<file path="src/hdl/amplitude_period_pair_histogram_macros.svh">
// assertion helpers shared by the histogram rtl
// each expects clk and arst_n in scope
`ifndef AMPLITUDE_PERIOD_PAIR_HISTOGRAM_MACROS_SVH
`define AMPLITUDE_PERIOD_PAIR_HISTOGRAM_MACROS_SVH

// same-cycle implication
`define APPH_ASSERT_IMP(label, ante, cons, msg) \
	label: assert property (@(posedge clk) disable iff (!arst_n) (ante) |-> (cons)) \
		else $error(msg);

// next-cycle implication
`define APPH_ASSERT_NXT(label, ante, cons, msg) \
	label: assert property (@(posedge clk) disable iff (!arst_n) (ante) |=> (cons)) \
		else $error(msg);

`endif

</file>
<file path="src/hdl/apph_pkg.sv">
`timescale 1ns / 1ps
package apph_pkg;

	// fixed field widths
	localparam int FIELD_W = 16;
	localparam int HITS_W  = 16;
	localparam int RIDX_W  = 8;
	localparam int USED_W  = 9;
	localparam int S_DATA_W = 48;
	localparam int M_DATA_W = 64;

	localparam logic [USED_W-1:0] LIMIT_RESET = 9'd256;
	localparam logic [HITS_W-1:0] HITS_MAX    = 16'hFFFF;

	// commands
	localparam logic [1:0] CMD_CLEAR = 2'd0;
	localparam logic [1:0] CMD_FEED  = 2'd1;
	localparam logic [1:0] CMD_READ  = 2'd2;

	// outcome codes
	localparam logic [2:0] OUT_NONE   = 3'd0;
	localparam logic [2:0] OUT_MATCH  = 3'd1;
	localparam logic [2:0] OUT_INSERT = 3'd2;
	localparam logic [2:0] OUT_DROP   = 3'd3;
	localparam logic [2:0] OUT_DONE   = 3'd4;

	// what a token still has to do in the chain
	localparam logic [1:0] KIND_PASS = 2'd0;
	localparam logic [1:0] KIND_PAIR = 2'd1;
	localparam logic [1:0] KIND_READ = 2'd2;

	// token handed from cell to cell (amplitude and count travel beside it)
	typedef struct packed {
		logic              valid;
		logic [1:0]        kind;
		logic [2:0]        outcome;
		logic [FIELD_W-1:0] hp;
		logic [HITS_W-1:0]  hits;
		logic [RIDX_W-1:0]  ridx;
	} apph_tok_t;

	// search status reported by a cell
	typedef struct packed {
		logic decide;
		logic insert;
	} apph_stat_t;

endpackage

</file>
<file path="src/hdl/apph_cell.sv">
`timescale 1ns / 1ps
`include "amplitude_period_pair_histogram_macros.svh"
module apph_cell import apph_pkg::*; #(
	parameter int TABLE_DEPTH = 256,
	parameter int IDX         = 0,
	parameter int AMP_W       = 16,
	parameter int CNT_W       = 9
) (
	input  logic              clk,
	input  logic              arst_n,
	input  logic              en,
	input  logic [USED_W-1:0] limit,
	input  apph_tok_t         in_tok,
	input  logic [AMP_W-1:0]  in_amp,
	input  logic [CNT_W-1:0]  in_cnt,
	output apph_tok_t         out_tok,
	output logic [AMP_W-1:0]  out_amp,
	output logic [CNT_W-1:0]  out_cnt,
	output apph_stat_t        stat
);

	localparam logic LAST = (IDX == TABLE_DEPTH - 1);

	// stored entry
	logic [AMP_W-1:0]   entry_amp_q;
	logic [FIELD_W-1:0] entry_hp_q;
	logic [HITS_W-1:0]  entry_hits_q;

	// token register
	apph_tok_t        tok_q;
	logic [AMP_W-1:0] amp_q;
	logic [CNT_W-1:0] cnt_q;

	logic             live;
	logic             below;
	logic             at_free;
	logic             match;
	logic             miss;
	logic             fits;
	logic             insert;
	logic             read_hit;
	logic [HITS_W-1:0] hits_inc;
	apph_tok_t        nxt_tok;
	logic [AMP_W-1:0] nxt_amp;
	logic [CNT_W-1:0] nxt_cnt;

	// entry compares
	assign live     = in_tok.valid && (in_tok.kind == KIND_PAIR);
	assign below    = 32'(in_cnt) > 32'(IDX);
	assign at_free  = 32'(in_cnt) == 32'(IDX);
	assign match    = live && below && (entry_amp_q == in_amp) && (entry_hp_q == in_tok.hp);
	assign miss     = live && !match && (at_free || LAST);
	assign fits     = at_free && (32'(limit) > 32'(IDX));
	assign insert   = miss && fits;
	assign read_hit = in_tok.valid && (in_tok.kind == KIND_READ) && below
		&& (32'(in_tok.ridx) == 32'(IDX));
	assign hits_inc = (entry_hits_q == HITS_MAX) ? entry_hits_q : entry_hits_q + HITS_W'(1);

	// token update
	always_comb begin
		nxt_tok = in_tok;
		nxt_amp = in_amp;
		nxt_cnt = in_cnt;
		if (match) begin
			nxt_tok.kind    = KIND_PASS;
			nxt_tok.outcome = OUT_MATCH;
			nxt_tok.hits    = hits_inc;
		end else if (insert) begin
			nxt_tok.kind    = KIND_PASS;
			nxt_tok.outcome = OUT_INSERT;
			nxt_tok.hits    = HITS_W'(1);
			nxt_cnt         = in_cnt + CNT_W'(1);
		end else if (miss) begin
			nxt_tok.kind    = KIND_PASS;
			nxt_tok.outcome = OUT_DROP;
			nxt_tok.hits    = '0;
		end else if (read_hit) begin
			nxt_tok.kind = KIND_PASS;
			nxt_tok.hp   = entry_hp_q;
			nxt_tok.hits = entry_hits_q;
			nxt_amp      = entry_amp_q;
		end
	end

	assign stat.decide = match || miss;
	assign stat.insert = insert;

	// entry storage, written on a hit or on an insert into this cell
	always_ff @(posedge clk) begin
		if (en && (match || insert)) begin
			if (insert) begin
				entry_amp_q  <= in_amp;
				entry_hp_q   <= in_tok.hp;
				entry_hits_q <= HITS_W'(1);
			end else begin
				entry_hits_q <= hits_inc;
			end
		end
	end

	// hand the token on
	always_ff @(posedge clk or negedge arst_n) begin
		if (!arst_n) begin
			tok_q <= '0;
		end else if (en) begin
			tok_q <= nxt_tok;
		end
	end

	always_ff @(posedge clk) begin
		if (en) begin
			amp_q <= nxt_amp;
			cnt_q <= nxt_cnt;
		end
	end

	assign out_tok = tok_q;
	assign out_amp = amp_q;
	assign out_cnt = cnt_q;

	`APPH_ASSERT_IMP(a_cell_one_action, 1'b1, !((match || miss) && read_hit), "cell took two actions on one item")
	`APPH_ASSERT_IMP(a_cell_insert_free, insert, at_free && !match, "insert into a cell already in use")
	`APPH_ASSERT_NXT(a_cell_resolved, en && (match || miss), tok_q.kind == KIND_PASS, "resolved search still marked open")

endmodule

</file>
<file path="config.mk">
export PLATFORM = sky130hd
export DESIGN_NAME = apph_cell
export DESIGN_NICKNAME = d
export VERILOG_FILES = /design/src/hdl/apph_pkg.sv /design/src/hdl/apph_cell.sv
export VERILOG_INCLUDE_DIRS = /design/src /design/src/hdl
export SDC_FILE = /design/constraint.sdc
export NUM_CORES = 1
export LEC_CHECK = 0
export BUFFER_PORTS_ARGS = -buffer_cell sky130_fd_sc_hd__buf_2
export CORE_ASPECT_RATIO = 0.6
export CORE_MARGIN = 2
export CORE_UTILIZATION = 55
export CTS_BUF_LIST = sky130_fd_sc_hd__clkbuf_4
export CTS_CLUSTER_DIAMETER = 120
export DETAILED_ROUTE_END_ITERATION = 7
export PLACE_DENSITY_LB_ADDON = 0.25
export REMOVE_ABC_BUFFERS = 1
export SKIP_CTS_REPAIR_TIMING = 1
export SLEW_MARGIN = 20
export SYNTH_ARGS = -nofsm -noshare
export SYNTH_HDL_FRONTEND = slang
export SYNTH_SLANG_ARGS = --single-unit
</file>
<file path="constraint.sdc">
create_clock -name clk -period 4.6 [get_ports clk]
set_input_delay 0.46 -clock clk [delete_from_list [all_inputs] [get_ports clk]]
set_output_delay 0.46 -clock clk [all_outputs]
set_load 0.005 [all_outputs]
</file>
==> qor.yml <==
htreeDepth: 4
vias: 4143
p_leak_nw: 2.64
r2r-start: "entry_amp_q[6]"
setup-violations-final: 0
worstSetupStartpoint: "entry_amp_q[6]"
yosys_register_bits: 119
worst_pin_slew_ns: 1.04
dp.cells: 727
max_cap_violations: 0
initial_utilization: 0.567
yosys_warnings: 0
wire_per_inst_um: 17.3
die-area_um2: 11100
drv_slew: 0
irDropWorstVdd_v: 0.000213
slew_headroom: 0.303
ios: 156
synth_cells: 460
cts_buffers: 17
numPortBuffers: 155
finalCritPeriodShare: 0.627
postSynthAreaPerCell_um2: 12.2
place.gp.congestion: 0.865
instances_no_fill: 760
cts.path.max_buffers: 2
power_density_nw_per_um2: 311
synth_ff_type: "edfxtp_1"
antenna_left: 0
fin_util: 0.682
clk_pin_slew_ns: 0.10
worstPathRequired_ns: 4.14
core_area_um2: 9910
post-route-cell-area_um2: 6770
r2r_end: "entry_hits_q[12]"
synthArstFlopShare: 0.387
diodes: 0
rows: 28
r2r_cells: 7
dr.first_iter.drc_count: 312
synth_area_leader_cell: "edfxtp_1"
wirelength_um: 13100
path_max_fanout: 5
rsz0062_at_grt: "false"
rrSetupSlack_ns: 1.89
cts_root_buf: "clkbuf_4"
synth-seq-area-share: 0.595
status: "finished clean"
fin_crit_ns: 2.88
fp.dieH_um: 82.3
die_w_um: 135
start_kind: "register"
drc: 0
area_delta_synth_final_pct: 20.4
hold_class: "input port to register"
clock-skew-final_ns: 0.0225
cts_tree: "done"
layout-drive-gt1-share: 0.362
clock_latency_ns: 0.52
hold_viol: 0
yosysUniqueCellTypes: 42
synth.cell_area_um2: 5620
worstSetupPathType: "register to output pin"
max_freq_mhz: 347
min_from: "in_cnt[7]"
grt_pass1_wl_um: 20600
dp_hpwl_um: 9290
power_mw: 2.10
grt_overflow_total: 0
via_per_inst: 5.45
netlist_top_cells_area: "edfxtp_1, dfrtp_1, mux2i_1, mux2_2, xnor2_1"
placed_area_um2: 6500
fin_nets: 698
netlist.area_leader.share: 0.390
endpoint_kind: "output pin"
synth_edf_count: 73
grt_max_degree: 67
finalSetupTns_ns: 0
clock-sinks: 119
worstSetupEndpoint: "stat[1]"
grt_use_total: 0.248
critPathArrivalTime_ns: 2.42
grt_pass1_vias: 4072
antenna_found_initial: 0
dr.pass1.iters: 6
[report_power, final]
part	switching [mW]	internal, mW	leakage (nW)
combinational	0.108	0.109	1.36
sequential	0.0253	1.19	1.15
clock	0.399	0.275	0.129
total	0.532	1.57	2.64
[critical path, stage by stage (launching register included)]
cell and delay [ns]:
edfxtp_1 0.43, xnor2_1 0.20, nand4_1 0.15, nor3_1 0.42, nand4_1 0.39, nand2_1 0.18, buf_2 0.13
[Yosys cell counts (all sizes together), types with 4 or more instances]
cell / n
or2: 6
dfrtp: 46
edfxtp: 73
clkbuf: 19
a21oi: 21
nand4: 11
and4: 4
a31oi: 22
nor3: 6
xor2: 6
mux2i: 34
xnor2: 32
nand2: 17
or3: 15
nand3: 11
o21ai: 4
nor2b: 8
mux2: 27
inv: 5
buf: 10
nand2b: 7
nor4: 5
nor2: 51
[state kept, by name, summed over array words and instances (netlist names)]
register / flops
out_tok: 46
entry_amp_q: 16
entry_hits_q: 16
entry_hp_q: 16
out_amp: 16
out_cnt: 9
[stage by stage]
stage / hold WS (ns) / setup WS [ns]
final: 0.134 / 1.72
after global routing: 0.0890 / 1.56
after CTS: 0.101 / 1.66
after detailed placement: 0.467 / 1.58
after global placement: 0.459 / 1.72
after floorplan: 0.164 / 0.0633
[cell usage in the layout (no fill, tap or decap), types with 2 or more instances in the layout]
cell type,n
nor2b_1,8
xnor2_1,32
clkinvlp_4,4
nor3_1,6
clkbuf_4,19
mux2_2,27
edfxtp_1,73
inv_1,5
o21ai_0,3
buf_4,7
nor4_1,5
and4_1,4
and2_1,3
nand3_1,11
ha_1,3
clkinv_1,2
clkinv_2,3
nor2_1,50
mux2i_1,34
nand2b_1,7
nand4_1,10
or3_1,15
nand2_1,17
clkinv_4,3
a22o_1,2
a21o_1,2
dfrtp_1,46
nor4b_1,2
a21oi_1,21
a31oi_1,21
or2_2,4
buf_2,153
xor2_1,6
[worst min path at each step]
| stage | to | cells past startpoint |
|---|---|---|
| after floorplan | out_tok[0] | 0 |
| after global placement | out_tok[41] | 1 |
| after detailed placement | out_tok[41] | 1 |
| after CTS | out_cnt[7] | 1 |
| after global routing | out_cnt[7] | 1 |
| final | out_cnt[7] | 1 |
[cell type report]
| type | count | area, um2 |
|---|---|---|
| clock inverter | 13 | 109 |
| timing repair buffer | 162 | 848 |
| tap | 135 | 169 |
| inverter | 5 | 18.8 |
| clock buffer | 19 | 143 |
| sequential | 119 | 3340 |
| fill | 746 | 3150 |
| multi-input combinational | 307 | 2130 |
[metal layers]
metal,vias to the layer above,global-route usage,wire (um)
li1,1984,-,-
met1,1992,0.337,6050
met2,156,0.396,5930
met3,11,0.0690,1060
met4,0,0.0737,93
met5,-,0,0
[cell families (layout without fill, tap and decap cells)]
family	after synthesis	count (layout)	synth area share
buffers and inverters	34	199	0.0278
XOR/XNOR	38	38	0.0592
flip-flops	119	119	0.595
AO/OA/AOI/OAI	55	55	0.0583
multiplexers	61	61	0.115
adder cells (fa/ha/maj)	3	3	0.00668
AND/OR/NAND/NOR	150	150	0.138
Power figures use the tool's default switching activity.
